`src/hw/rtl/dfpe_pkg.sv`:
```
// DShot frame pulse encoder package: shared types, constants and the frame builder.
// No dependencies; used by every module of the encoder.
`timescale 1ns / 1ps

package dfpe_pkg;

	localparam int FRAME_W = 16;
	localparam int TICKS_W = 16;
	localparam int THR_W   = 11;
	localparam int SLOT_W  = 6;

	localparam logic [SLOT_W-1:0]  LAST_SLOT      = 6'd33;
	localparam logic [SLOT_W-1:0]  FIRST_PAD_SLOT = 6'd32;
	localparam logic [FRAME_W-1:0] ZERO_FRAME     = 16'h000F;
	localparam logic [THR_W-1:0]   THROTTLE_MASK  = 11'h7FF;
	localparam logic [3:0]         NIBBLE_MASK    = 4'hF;

	localparam logic [TICKS_W-1:0] ONE_TICKS_RST  = 16'd105;
	localparam logic [TICKS_W-1:0] ZERO_TICKS_RST = 16'd52;

	// Register indexes of the configuration port
	localparam logic CFG_ONE_BIT_TICKS  = 1'b0;
	localparam logic CFG_ZERO_BIT_TICKS = 1'b1;

	typedef struct packed {
		logic               valid;
		logic [FRAME_W-1:0] frame;
	} frame_req_t;

	typedef struct packed {
		logic               write_en;
		logic               index;
		logic [TICKS_W-1:0] wdata;
	} cfg_wr_t;

	function automatic logic [FRAME_W-1:0] build_frame(input logic [THR_W-1:0] thr,
		input logic req);
		logic [11:0] word12;
		logic [3:0]  csum;
		word12 = {thr & THROTTLE_MASK, req};
		csum   = ~(word12[3:0] ^ word12[7:4] ^ word12[11:8]) & NIBBLE_MASK;
		if (thr == '0) begin
			build_frame = ZERO_FRAME;
		end else begin
			build_frame = {word12, csum};
		end
	endfunction

endpackage

```
`src/hw/rtl/dfpe_front.sv`:
```
// Front stage: accepts throttle requests and registers the built frame.
// Depends on dfpe_pkg.
`timescale 1ns / 1ps

module dfpe_front (
	input  logic                       clk,
	input  logic                       arst_n,
	input  logic                       in_valid,
	output logic                       in_ready,
	input  logic [dfpe_pkg::THR_W-1:0] throttle,
	input  logic                       telemetry_request,
	output dfpe_pkg::frame_req_t       push,
	input  logic                       push_ready
);
	import dfpe_pkg::*;

	logic               valid_s1;
	logic [FRAME_W-1:0] frame_s1;

	assign in_ready = !valid_s1 || push_ready;

	always_ff @(posedge clk or negedge arst_n) begin
		if (!arst_n) begin
			valid_s1 <= 1'b0;
		end else if (in_ready) begin
			valid_s1 <= in_valid;
		end
	end

	always_ff @(posedge clk) begin
		if (in_ready && in_valid) begin
			frame_s1 <= build_frame(throttle, telemetry_request);
		end
	end

	assign push.valid = valid_s1;
	assign push.frame = frame_s1;

endmodule

```
`src/hw/rtl/dfpe_queue.sv`:
```
// Two-entry frame queue between the front stage and the slot sequencer.
// Depends on dfpe_pkg.
`timescale 1ns / 1ps

module dfpe_queue (
	input  logic                 clk,
	input  logic                 arst_n,
	input  dfpe_pkg::frame_req_t push,
	output logic                 push_ready,
	output dfpe_pkg::frame_req_t head,
	input  logic                 pop
);
	import dfpe_pkg::*;

	logic [FRAME_W-1:0] entry_q [2];
	logic               wr_ptr_q;
	logic               rd_ptr_q;
	logic [1:0]         count_q;
	logic               do_push;
	logic               do_pop;

	assign push_ready = (count_q != 2'd2);
	assign do_push    = push.valid && push_ready;
	assign do_pop     = pop && (count_q != 2'd0);

	assign head.valid = (count_q != 2'd0);
	assign head.frame = entry_q[rd_ptr_q];

	always_ff @(posedge clk or negedge arst_n) begin
		if (!arst_n) begin
			wr_ptr_q <= 1'b0;
			rd_ptr_q <= 1'b0;
			count_q  <= 2'd0;
		end else begin
			if (do_push) begin
				wr_ptr_q <= ~wr_ptr_q;
			end
			if (do_pop) begin
				rd_ptr_q <= ~rd_ptr_q;
			end
			if (do_push && !do_pop) begin
				count_q <= count_q + 2'd1;
			end else if (do_pop && !do_push) begin
				count_q <= count_q - 2'd1;
			end
		end
	end

	always_ff @(posedge clk) begin
		if (do_push) begin
			entry_q[wr_ptr_q] <= push.frame;
		end
	end

endmodule

```
`src/hw/rtl/dfpe_back.sv`:
```
// Back stage: holds the tick registers and steps through the 34 slots of each frame.
// Depends on dfpe_pkg.
`timescale 1ns / 1ps

module dfpe_back (
	input  logic                         clk,
	input  logic                         arst_n,
	input  dfpe_pkg::cfg_wr_t            cfg,
	input  dfpe_pkg::frame_req_t         head,
	output logic                         pop,
	output logic                         out_valid,
	input  logic                         out_ready,
	output logic [dfpe_pkg::TICKS_W-1:0] compare_ticks,
	output logic [dfpe_pkg::FRAME_W-1:0] frame_word,
	output logic                         is_last
);
	import dfpe_pkg::*;

	logic [TICKS_W-1:0] one_ticks_q;
	logic [TICKS_W-1:0] zero_ticks_q;
	logic               active_q;
	logic [SLOT_W-1:0]  slot_q;
	logic [FRAME_W-1:0] frame_q;
	logic               out_valid_q;
	logic [TICKS_W-1:0] ticks_q;
	logic [FRAME_W-1:0] word_q;
	logic               last_q;

	logic               advance;
	logic               emit;
	logic [SLOT_W-1:0]  cur_slot;
	logic [FRAME_W-1:0] cur_frame;
	logic               cur_bit;
	logic [TICKS_W-1:0] cur_ticks;

	assign advance = !out_valid_q || out_ready;
	assign emit    = advance && (active_q || head.valid);
	assign pop     = advance && !active_q && head.valid;

	assign cur_slot  = active_q ? slot_q : '0;
	assign cur_frame = active_q ? frame_q : head.frame;
	// MSB first: even slot k carries frame bit 15 - k/2
	assign cur_bit   = cur_frame[~cur_slot[4:1]];

	always_comb begin
		if (cur_slot < FIRST_PAD_SLOT && !cur_slot[0]) begin
			cur_ticks = cur_bit ? one_ticks_q : zero_ticks_q;
		end else begin
			cur_ticks = '0;
		end
	end

	always_ff @(posedge clk or negedge arst_n) begin
		if (!arst_n) begin
			one_ticks_q  <= ONE_TICKS_RST;
			zero_ticks_q <= ZERO_TICKS_RST;
		end else if (cfg.write_en) begin
			case (cfg.index)
				CFG_ONE_BIT_TICKS:  one_ticks_q  <= cfg.wdata;
				CFG_ZERO_BIT_TICKS: zero_ticks_q <= cfg.wdata;
				default: ;
			endcase
		end
	end

	always_ff @(posedge clk or negedge arst_n) begin
		if (!arst_n) begin
			active_q    <= 1'b0;
			slot_q      <= '0;
			out_valid_q <= 1'b0;
		end else if (advance) begin
			out_valid_q <= emit;
			if (emit) begin
				// drop back to the queue after the last slot
				active_q <= (cur_slot != LAST_SLOT);
				slot_q   <= cur_slot + 6'd1;
			end
		end
	end

	always_ff @(posedge clk) begin
		if (pop) begin
			frame_q <= head.frame;
		end
		if (emit) begin
			ticks_q <= cur_ticks;
			word_q  <= cur_frame;
			last_q  <= (cur_slot == LAST_SLOT);
		end
	end

	assign out_valid     = out_valid_q;
	assign compare_ticks = ticks_q;
	assign frame_word    = word_q;
	assign is_last       = last_q;

endmodule

```
`src/hw/rtl/dshot_frame_pulse_encoder.sv`:
```
// Top level of the bidirectional DShot frame pulse encoder.
// Depends on dfpe_pkg, dfpe_front, dfpe_queue and dfpe_back.
//
// Usage:
//   Input channel (in_valid/in_ready, throttle, telemetry_request) takes one
//   request per frame. The output channel (out_valid/out_ready) delivers 34
//   slots per request: compare_ticks, the full frame_word and is_last on slot 33.
//   Even slots 0..30 carry one_bit_ticks or zero_bit_ticks for frame bits 15..0,
//   odd slots and the two closing slots carry zero.
//   Configuration: cfg_write_en with cfg_index 0 (one-bit ticks) or 1 (zero-bit
//   ticks) and cfg_wdata; write only while the encoder is idle.
//   Path: a request passes the front register, queue and output register.
//   Throughput: one slot per cycle while out_ready is high; the slot
//   sequencer in the back stage sets the pace. A frame register and a
//   two-entry queue hold later requests while a frame is being sent.
//   Stall: when out_ready is low the output register holds its slot, the
//   sequencer waits, and in_ready falls once the queue and front stage are full.
//   Reset: arst_n clears all queued and in-flight work and restores the tick
//   registers to 105 and 52.
`timescale 1ns / 1ps

module dshot_frame_pulse_encoder (
	input  logic                         clk,
	input  logic                         arst_n,
	input  logic                         cfg_write_en,
	input  logic                         cfg_index,
	input  logic [dfpe_pkg::TICKS_W-1:0] cfg_wdata,
	input  logic                         in_valid,
	output logic                         in_ready,
	input  logic [dfpe_pkg::THR_W-1:0]   throttle,
	input  logic                         telemetry_request,
	output logic                         out_valid,
	input  logic                         out_ready,
	output logic [dfpe_pkg::TICKS_W-1:0] compare_ticks,
	output logic [dfpe_pkg::FRAME_W-1:0] frame_word,
	output logic                         is_last
);
	import dfpe_pkg::*;

	frame_req_t push;
	frame_req_t head;
	cfg_wr_t    cfg;
	logic       push_ready;
	logic       pop;

	assign cfg.write_en = cfg_write_en;
	assign cfg.index    = cfg_index;
	assign cfg.wdata    = cfg_wdata;

	dfpe_front u_front (
		.clk               (clk),
		.arst_n            (arst_n),
		.in_valid          (in_valid),
		.in_ready          (in_ready),
		.throttle          (throttle),
		.telemetry_request (telemetry_request),
		.push              (push),
		.push_ready        (push_ready)
	);

	dfpe_queue u_queue (
		.clk        (clk),
		.arst_n     (arst_n),
		.push       (push),
		.push_ready (push_ready),
		.head       (head),
		.pop        (pop)
	);

	dfpe_back u_back (
		.clk           (clk),
		.arst_n        (arst_n),
		.cfg           (cfg),
		.head          (head),
		.pop           (pop),
		.out_valid     (out_valid),
		.out_ready     (out_ready),
		.compare_ticks (compare_ticks),
		.frame_word    (frame_word),
		.is_last       (is_last)
	);

endmodule

```
`config.mk`:
```
export PLATFORM = sky130hd
export DESIGN_NAME = dshot_frame_pulse_encoder
export DESIGN_NICKNAME = d
export VERILOG_FILES = /design/src/hw/rtl/dfpe_pkg.sv /design/src/hw/rtl/dfpe_front.sv /design/src/hw/rtl/dfpe_queue.sv /design/src/hw/rtl/dfpe_back.sv /design/src/hw/rtl/dshot_frame_pulse_encoder.sv
export SDC_FILE = /design/constraint.sdc
export NUM_CORES = 1
export LEC_CHECK = 0
export BUFFER_PORTS_ARGS = -buffer_cell sky130_fd_sc_hd__buf_2
export CAP_MARGIN = 0
export CORE_ASPECT_RATIO = 0.5
export CORE_MARGIN = 2
export CORE_UTILIZATION = 30
export CTS_CLUSTER_DIAMETER = 60
export DETAILED_ROUTE_END_ITERATION = 10
export GPL_TIMING_DRIVEN = 0
export SYNTH_ARGS = -nofsm -noshare
export SYNTH_HDL_FRONTEND = slang
export SYNTH_SLANG_ARGS = --single-unit
```
`constraint.sdc`:
```
create_clock -name clk -period 3.85 [get_ports clk]
set_input_delay 0.1925 -clock clk [delete_from_list [all_inputs] [get_ports clk]]
set_output_delay 0.1925 -clock clk [all_outputs]
set_load 0.05 [all_outputs]
```
Word-level counts from Yosys, hierarchy flattened
Memories as Yosys holds them, arrays and structs flattened. Cells that the tools add are included.

Memories: 1. Logic and storage cells: 63. RAM bits: 32. Bits of input ports: 34. Register bits after elaboration: 110. Output and inout bits: 35.

Memories: u_queue.entry_q (depth 2, bits a word 16, rd ports 1, clocked after memory_dff 0, wr ports 1, line dfpe_queue.sv:15) `logic [FRAME_W-1:0] entry_q [2];`.

Order comparisons: 2. $add $sub $neg: 3. Bitwise gates (word level): 7. Equality and inequality tests: 3. Reduce and logical (&&, ||, !) cells: 24. Muxes and demuxes: 9.

Operators by type and width (number): 16-bit two-way mux (2); 11-bit logical NOT (1); 1-bit logical AND (9); 4-bit NOT (2); 4-bit bitwise XOR (2); 6-bit by 1-bit adder with 6-bit output, second input constant (1); 6-bit == test, second input constant (1); 1-bit logical NOT (6); 6-bit < comparator, second input constant (1); 6-bit two-way mux (1); 6-bit inequality test, second input constant (1); 2-bit AND reduction (3); 4-bit by 5-bit < comparator with 1-bit output, second input constant (1); 1-bit binary-select mux with 4-bit select (1); 2-bit two-way mux (2); 2-bit nonzero test (2); 1-bit logical OR (3); 1-bit two-way mux (3); 1-bit NOT (3); 2-bit by 1-bit adder with 2-bit output, second input constant (1); 2-bit inequality test, second input constant (1); 2-bit by 1-bit subtractor with 2-bit output, second input constant (1).

Logic depth before layout (Yosys ltp)
Gate-level depths: netlist (run 1).

Depth after elaboration: 8. Depth in mapped cells: 8. Gate-level depth less buffers: 7.

Cells and area by module
A second synthesis (run 1) with hierarchy kept.

Cells, all modules: 341. Area, all modules: 5731.7 sq um.

By module, submodules not included: dfpe_back (times used 1, area an instance 3644.7 sq um, cells an instance 228, seq. area each 2481.1 sq um); dfpe_queue (times used 1, area an instance 1402.6 sq um, cells an instance 68, seq. area each 1061.0 sq um); dfpe_front (times used 1, area an instance 684.4 sq um, cells an instance 45, seq. area each 505.5 sq um).

Least setup slack after synthesis (run 1)
Ideal clock, no wire load.

Path type: register to register. Start: register u_back.out_valid_q, in the netlist u_back.out_valid. End: register u_back.slot_q[2]. Setup time: 0.125 ns. Clock period less this slack: 2.915 ns. Cell stages (with the launch flop): 5. Required time: 3.725 ns. Slack: 0.935 ns. Data arrival time: 2.790 ns. Buffers on the path: 0. Path through: dfrtp_1 -> nor2b_1 -> nor2_1 -> nand2_1 -> xor2_1.

Word-level cells in the longest chain between the ends: 4.

Ends and longest elaborated chain: start, declared (line dfpe_back.sv:24) `logic out_valid_q;`; start signal, assigned (line dfpe_back.sv:72) `out_valid_q <= emit;`; 1-bit logical NOT (line dfpe_back.sv:36) `assign advance = !out_valid_q || out_ready;`; 1-bit logical OR (line dfpe_back.sv:36); 1-bit logical AND (line dfpe_back.sv:37) `assign emit = advance && (active_q || head.valid);`; net u_back.emit (line dfpe_back.sv:30) `logic emit;`; 2-bit AND reduction (no source line); end signal, assigned (line dfpe_back.sv:76) `slot_q <= cur_slot + 6'd1;`; end, declared (line dfpe_back.sv:22) `logic [SLOT_W-1:0] slot_q;`.

The timed path passes the listed nets, and every way through them passes these cells. A chain may end at the register's enable or synchronous reset.

Worst setup path in the final report (run 1)
Start: register u_back.slot_q[2]. End: register u_back.ticks_q[14], in the netlist u_back.compare_ticks[14], data pin.

Word-level cells in the longest chain between the ends: 5. Elaborated cells between the ends (all ways): 7. Classes of those cells: order compare (1); mux (4); bitwise (1); reduce/logical (1).

Ends and longest elaborated chain: 6-bit two-way mux (*) (line dfpe_back.sv:40) `assign cur_slot = active_q ? slot_q : '0;`; 4-bit NOT (line dfpe_back.sv:43) `assign cur_bit = cur_frame[~cur_slot[4:1]];`; 1-bit binary-select mux with 4-bit select (line dfpe_back.sv:43); 1-bit two-way mux (implied by the code) (line dfpe_back.sv:43); 16-bit two-way mux (line dfpe_back.sv:47) `cur_ticks = cur_bit ? one_ticks_q : zero_ticks_q;`; end signal, assigned (line dfpe_back.sv:86) `ticks_q <= cur_ticks;`; end, declared (line dfpe_back.sv:25) `logic [TICKS_W-1:0] ticks_q;`.

Mark *: on every way between the ends. The rest lies on a longest branch, timed or not. The select of a mux whose other input is x is not followed.

==> results of run 1 <==
[final timing paths]
check | startpoint | end | slack [ps] | cells past startpoint
setup / recovery | u_back.slot_q[2]$_DFFE_PN0P_ | u_back.compare_ticks[14]$_SDFFCE_PN0P_ | 1830 | 7
hold / removal | arst_n | u_back.one_ticks_q[12]$_DFFE_PN0P_ | -40 | 1
setup reg to reg | u_back.slot_q[2]$_DFFE_PN0P_ | u_back.compare_ticks[14]$_SDFFCE_PN0P_ | 1830 | 7
max in group asynchronous | arst_n | u_queue.count_q[1]$_DFFE_PN0P_ | 3220 | 1
min in group clk | cfg_wdata[10] | u_back.zero_ticks_q[10]$_DFFE_PN0P_ | 20 | 2
hold reg to reg | u_front.frame_s1[10]$_SDFFCE_PN0P_ | u_queue.entry_q[0][10]$_DFFE_PP_ | 450 | 0
[power by group through the flow]
stage	clock network (mW)	logic (mW)	registers (mW)
after floorplan	0	0.898	2.27
after global placement	0	1.36	2.14
after detailed placement	0	1.37	2.15
after CTS	1.66	1.38	2.12
after global routing	1.72	1.49	2.15
final	1.62	1.36	2.12
[state kept, by name, summed over array words and instances, names as in the netlist]
name,count
u_back.is_last,1
u_back.zero_ticks_q,16
u_front.frame_s1,16
u_queue.entry_q,32
u_front.valid_s1,1
u_queue.rd_ptr_q,1
u_back.compare_ticks,16
u_queue.wr_ptr_q,1
u_back.active_q,1
u_back.slot_q,6
u_queue.count_q,2
u_back.one_ticks_q,16
u_back.frame_word,16
u_back.out_valid,1
u_back.frame_q,16
[routing by layer]
metal	global-route usage [%]	up-vias
li1	-	1568
met4	5.072	0
met3	2.945	18
met2	17.66	60
met5	0	-
met1	16.39	1612
[cell usage in the layout, fill, tap and decap left out, drive strengths merged, types with 2 or more instances in the layout]
master / count
mux2: 64
nand2b: 3
nor2b: 2
xor2: 7
nand3: 20
o21ai: 19
mux2i: 6
a21oi: 3
xnor2: 8
nor3: 3
a311oi: 2
edfxtp: 97
dfstp: 7
ha: 3
and2: 4
inv: 14
dfrtp: 38
nand3b: 2
nor4: 3
clkinv: 3
a21boi: 16
nand2: 12
clkbuf: 37
buf: 77
nor2: 8
clkinvlp: 2
[kinds of logic (layout without fill, tap and decap cells)]
family / Yosys count / count (layout)
adders and majority gates: 3 / 3
buffers and inverters: 33 / 135
DFF: 142 / 142
xor gates and xnor gates: 15 / 15
and+or+nand+nor: 62 / 62
AOI/OAI and AO/OA: 46 / 46
muxes: 71 / 71
[timing repair]
action                                 CTS  global route
hold buffers                             1             0
buffers inserted                         0             0
endpoints found under the hold margin    1             0
resized for setup                        0             0
[layout make-up]
type | count | area (um^2) | share of cell area (%)
Tap cell | 266 | 332.8 | 4.567
Inverter | 6 | 22.52 | 0.3091
Multi-Input combinational cell | 197 | 1752 | 24.04
Timing Repair Buffer | 70 | 370.4 | 5.082
Sequential cell | 142 | 4048 | 55.55
Buffer | 27 | 185.2 | 2.541
Clock inverter | 14 | 147.6 | 2.026
Clock buffer | 18 | 429.2 | 5.889
==> results.toml, run 1 <==
[detailed_routing]
wl_met3_um = 345
drcViolationCount = 0
first_iter_violations = 136
num_vias = 3258
detail_route.first_pass.iterations = 6
finalWirelength_mm = 11.72
detailroute.wirelength.met2_mm = 5.385
drt-met1-wl_mm = 5.795
detail_route.wl_per_cell_um = 15.84
antenna_violating_nets_post_route = 0
routed_via_density = 4.403
highest-signal-layer = "met4"

[setup_path]
crit_fanout = 10
crit_family = "compound AO/OA/AOI/OAI gates"
timing.critical_path.slowest_stage_cell = "sky130_fd_sc_hd__dfrtp_1"
setup.worst_path.end_class = "flop"
worst-endpoint-arrival_ps = 2300
critical_path.n_buffers_inverters = 2
cp_cell_sequence = "buf_6, mux2i_1, a311oi_4, o2111ai_4, buf_4, nand3_1, a21boi_2"
criticalPathCategory = "flop to flop"
cp_data_required_time_ps = 4120
worst_setup_path_start_kind = "flop"
largest_incremental_delay_on_the_critical_path_ps = 350

[cells_and_area]
finish.utilization_pct = 37.28
num_antenna_cells = 0
layoutNonFillerInstCount = 740
layout_nets = 498
areaGrowthSynthToFinish_pct = 21.51
final_layout_size_suffix_gt1_share_pct = 44.73
layout.filler_cells = 1907
finalInstanceArea_um2 = 7287

[power]
internal_power_mw = 3.439
power.switching_mw = 1.653
power_switching_share_pct = 32.45
power.static_leakage_nw = 2.705
seq_power_share_pct = 41.5
max-vdd-ir-drop_mv = 0.2618
part_of_the_power_in_combinational_logic_pct = 26.7
total_power_density_per_cell_area_nw_per_um2 = 698.8
total_power_mw = 5.092
power.clock.fraction_pct = 31.7

[synthesis]
dominant_combinational_cell_family_by_area_after_synthesis = "multiplexers"
synth_cells = 372
ys_top_cells_by_count = "sky130_fd_sc_hd__edfxtp_1 (97), sky130_fd_sc_hd__mux2_2 (63), sky130_fd_sc_hd__dfrtp_1 (38)"
yosysTopAreaCellShare_pct = 48.57
number_of_enable_type_register_cells_in_the_synthesized_netlist = 97
leading_area_contributor_after_synthesis = "sky130_fd_sc_hd__edfxtp_1"
syn-cell-area_um2 = 5997
synth.yosys.seq_area_share_pct = 67.49
postSynthRegisterBits = 142
synthAdderAreaFrac_pct = 0.6259
synth_top_flop_cell = "sky130_fd_sc_hd__edfxtp_1"
async_flop_share_pct = 31.69
post_synth_and_or_nand_nor_area_fraction_pct = 5.362
synthMostInstantiatedCell = "sky130_fd_sc_hd__edfxtp_1"
syn-mean-instance-area_um2 = 16.12
post_synth_num_cell_types = 45
synth_xor_xnor_area_share_pct = 2.191
count_of_synthesis_stage_warnings_from_yosys = 0
post_synth_main_area_contributors = "sky130_fd_sc_hd__edfxtp_1 (49%), sky130_fd_sc_hd__dfrtp_1 (16%), sky130_fd_sc_hd__mux2_2 (12%)"
synth.net_count = 409
muxShareOfSynthArea_pct = 13.46
synth_compound_gate_area_share_pct = 7.407

[sta]
worstMarginPinSlew_ps = 1065
finalSetupViolCount = 0
max_slew_margin_pct = 28.99
grt_setup_unrepaired = "false"
holdWs_ps = -36.56
slew_violations = 0
timing_hold_violations_final = 38
final.setup.tns_ps = 0
fmax_ghz = 0.4944
final.min_clock_period_ps = 2023
fin_skew_ps = 11.18
period_share_pct = 52.54
worst_path_setup_slack_after_routing_ps = 1827

[global_routing]
grt_remaining_overflow = 0
grt_use_total_pct = 11.85
maximum_number_of_pins_on_one_net_before_global_route_repair = 46
first_global_vias = 3441
antenna_violations_before_repair = 0
first_pass_grt_wire_length_mm = 19.05

[outcome]
outcome = "finished, violations left"
violations = "hold timing"

[floorplanning]
starting_density_pct = 30.68
chipHeight_um = 104.0
floorplan.die.width_um = 204.0
coreArea_um2 = 19550
floorplan_row_count = 36
top_level_ports = 69
die_area_um2 = 21210

[clocking]
clk_path_buf_depth = 2
insertion_delay_ps = 420
clock-root-buffer = "sky130_fd_sc_hd__clkbuf_16"
cts.sink_count = 142
cts.reportedPaths.clkPinSlew_ps = 70
cts.htree.levels = 4
tritoncts_clock_tree = "built"
numCtsBuffers = 17

[worst_hold_path]
hold_path_class = "input pin to async pin"

[flow_run]
max-cap-violations = 0

[placed_design]
detailed_place.area_um2 = 6698
placement.io_buffers = 68
globalplace.congestion = 0.7386
placed_cells = 707
detailedPlacementHpwl_mm = 7.859
post_place_setup_slack_ps = 1655
No activity file was read; power rests on OpenSTA's default activity.
==> run 2, diff against run 1 <==
clock period = 2.1 ns   (was 3.85 ns; I/O delays follow)
==> run 2 against run 1 <==
The flow now finishes without violations. Maximum frequency decreased by 0.73%. Sequential share of layout area decreased by 2.2 points. Power increased by 87%. Sequential power increased by 83%. Utilization increased by 1.6 points. Setup slack got worse by 1800 ps. Critical endpoint is now u_back.compare_ticks[12]$_SDFFCE_PN0P_.
==> results.toml, run 2 (synthesis results as in run 1) <==
[global_routing]
busiest_layer = "met2"
antenna_violations_before_repair = 0
first_pass_grt_wire_length_mm = 18.85
first_global_vias = 3433
maximum_number_of_pins_on_one_net_before_global_route_repair = 46
met3_usage_pct = 3.289
grt_remaining_overflow = 0
globalRouteMet1Util_pct = 16.37
grt_use_total_pct = 11.81
grt_util_met2_pct = 17.54

[power]
part_of_the_power_in_combinational_logic_pct = 27.5
total_power_density_per_cell_area_nw_per_um2 = 1252
total_power_mw = 9.505
power.switching_mw = 3.027
power.static_leakage_nw = 2.823
max-vdd-ir-drop_mv = 0.6314
internal_power_mw = 6.478
seq_power_share_pct = 40.9
power.clock.fraction_pct = 31.6
power_switching_share_pct = 31.85

[floorplanning]
floorplan_row_count = 36
floorplan.die.width_um = 204.0
top_level_ports = 69
starting_density_pct = 30.68
coreArea_um2 = 19550
die_area_um2 = 21210
chipHeight_um = 104.0

[clocking]
cts.reportedPaths.clkPinSlew_ps = 60
insertion_delay_ps = 420
tritoncts_clock_tree = "built"
cts.htree.levels = 4
cts.sink_count = 142
clock-root-buffer = "sky130_fd_sc_hd__clkbuf_16"
clk_path_buf_depth = 2
numCtsBuffers = 17

[detailed_routing]
detail_route.first_pass.iterations = 5
drcViolationCount = 0
num_vias = 3405
detail_route.wl_per_cell_um = 15.74
first_iter_violations = 176
antenna_violating_nets_post_route = 0
finalWirelength_mm = 12.13
routed_via_density = 4.416

[sta]
period_share_pct = 97.03
worst_path_setup_slack_after_routing_ps = 62.37
slew_violations = 0
fmax_ghz = 0.4908
final.min_clock_period_ps = 2038
worstMarginPinSlew_ps = 1069
timing_hold_violations_final = 0
max_slew_margin_pct = 28.76
grt_setup_unrepaired = "false"
final.setup.tns_ps = 0
finalSetupViolCount = 0
holdWs_ps = 16.69
fin_skew_ps = 10.85

[cells_and_area]
largest_register_ffs = 32
final_layout_size_suffix_gt1_share_pct = 42.77
top_register = "u_queue.entry_q"
layout_nets = 529
layout.filler_cells = 1864
mostFrequentLayoutCell = "sky130_fd_sc_hd__edfxtp_1"
final_cell_mix = "sky130_fd_sc_hd__edfxtp_1 (97), sky130_fd_sc_hd__buf_2 (68), sky130_fd_sc_hd__mux2_2 (63), sky130_fd_sc_hd__dfrtp_1 (38), sky130_fd_sc_hd__dlygate4sd3_1 (28)"
num_antenna_cells = 0
areaGrowthSynthToFinish_pct = 26.58

[setup_path]
ff2ff_setup_slack_ps = 60
timing.reg2reg.worst_path_depth = 6
crit_fanout = 10
worst-endpoint-arrival_ps = 2200
end_of_the_worst_register_to_register_path = "u_back.compare_ticks[12]$_SDFFCE_PN0P_"
cp_cell_sequence = "buf_6, mux4_2, o211a_4, buf_6, o21ai_2, a21boi_2"
largest_incremental_delay_on_the_critical_path_ps = 580
worst_path_most_repeated_cell = "sky130_fd_sc_hd__buf_6"
cp_depth = 6
criticalPathCategory = "flop to flop"
timing.rr.start = "u_back.slot_q[1]$_DFFE_PN0P_"
critical_path.n_buffers_inverters = 2
timing.critical_path.slowest_stage_cell = "sky130_fd_sc_hd__mux4_2"
cp_data_required_time_ps = 2260
critical_path.startpoint = "u_back.slot_q[1]$_DFFE_PN0P_"
setup.worst_path.end_class = "flop"
crit_family = "multiplexers"
worst_setup_path_start_kind = "flop"
worstSetupEndpoint = "u_back.compare_ticks[12]$_SDFFCE_PN0P_"

[outcome]
outcome = "complete, no violations"

[placed_design]
detailedPlacementHpwl_mm = 7.690
post_place_setup_slack_ps = -104.1
globalplace.congestion = 0.7433
placement.io_buffers = 68

[worst_hold_path]
hold_path_class = "input pin to flop"
hold_path_startpoint = "throttle[4]"

[flow_run]
max-cap-violations = 0
==> run 2: worst reg2reg max path, delay by kind of cell (launching register included) <==
| kind | cells | cell delay (ps) |
|---|---|---|
| buffers and inverters | 2 | 300 |
| flip-flops | 1 | 340 |
| multiplexers | 1 | 580 |
| AO/OA/AOI/OAI | 3 | 560 |
==> run 2: power by group through the flow <==
stage | clock network (mW) | registers [mW] | logic [mW]
3_5_place_dp | 0 | 3.94 | 2.53
4_1_cts | 3.07 | 3.88 | 2.58
3_3_place_gp | 0 | 3.92 | 2.51
2_1_floorplan | 0 | 4.15 | 1.65
5_1_grt | 3.19 | 3.94 | 2.86
6_report | 3.01 | 3.88 | 2.61
==> run 2: how the worst min path moves through the flow <==
stage	endpoint	slack, ps	depth (start not counted)
final	u_front.frame_s1[9]$_SDFFCE_PN0P_	20	2
after detailed placement	u_front.valid_s1$_DFFE_PN0N_	350	2
after floorplan	u_back.active_q$_DFFE_PN0P_	-190	0
after global placement	u_front.valid_s1$_DFFE_PN0N_	340	2
after global routing	u_front.frame_s1[4]$_SDFFCE_PN0P_	20	2
after CTS	u_front.frame_s1[4]$_SDFFCE_PN0P_	0.4	2
==> run 2: cell type report <==
type,count,area (um^2),area share [%]
well taps,266,332.8,4.384
multi-input cells,198,1763,23.22
repair buffers,100,650.6,8.571
clock buffers,18,429.2,5.654
clock inverters,14,156.4,2.060
inverters,6,22.52,0.2967
flip-flops and latches,142,4048,53.32
plain buffers,27,188.9,2.489
==> run 2: per-layer routing <==
metal	vias up	wire length, um
li1	1622	-
met1	1720	5975
met2	51	5614
met3	12	422
met4	0	121
met5	-	0
==> run 2: repair_timing <==
action,in CTS,in global routing
hold endpoints to repair,81,0
cloned,0,1
buffers inserted,0,4
pin swaps,0,3
setup endpoints to repair,17,5
hold buffers,28,0
resized for setup,2,2
==> run 2: stage by stage <==
stage / cells / util, % / instance area, um^2
2_1_floorplan: 372 / - / 6005
5_1_grt: 771 / 38.83 / 7591
3_3_place_gp: 706 / 34.16 / 6678
6_report: 771 / 38.83 / 7591
3_5_place_dp: 706 / 34.16 / 6678
4_1_cts: 766 / 38.60 / 7546
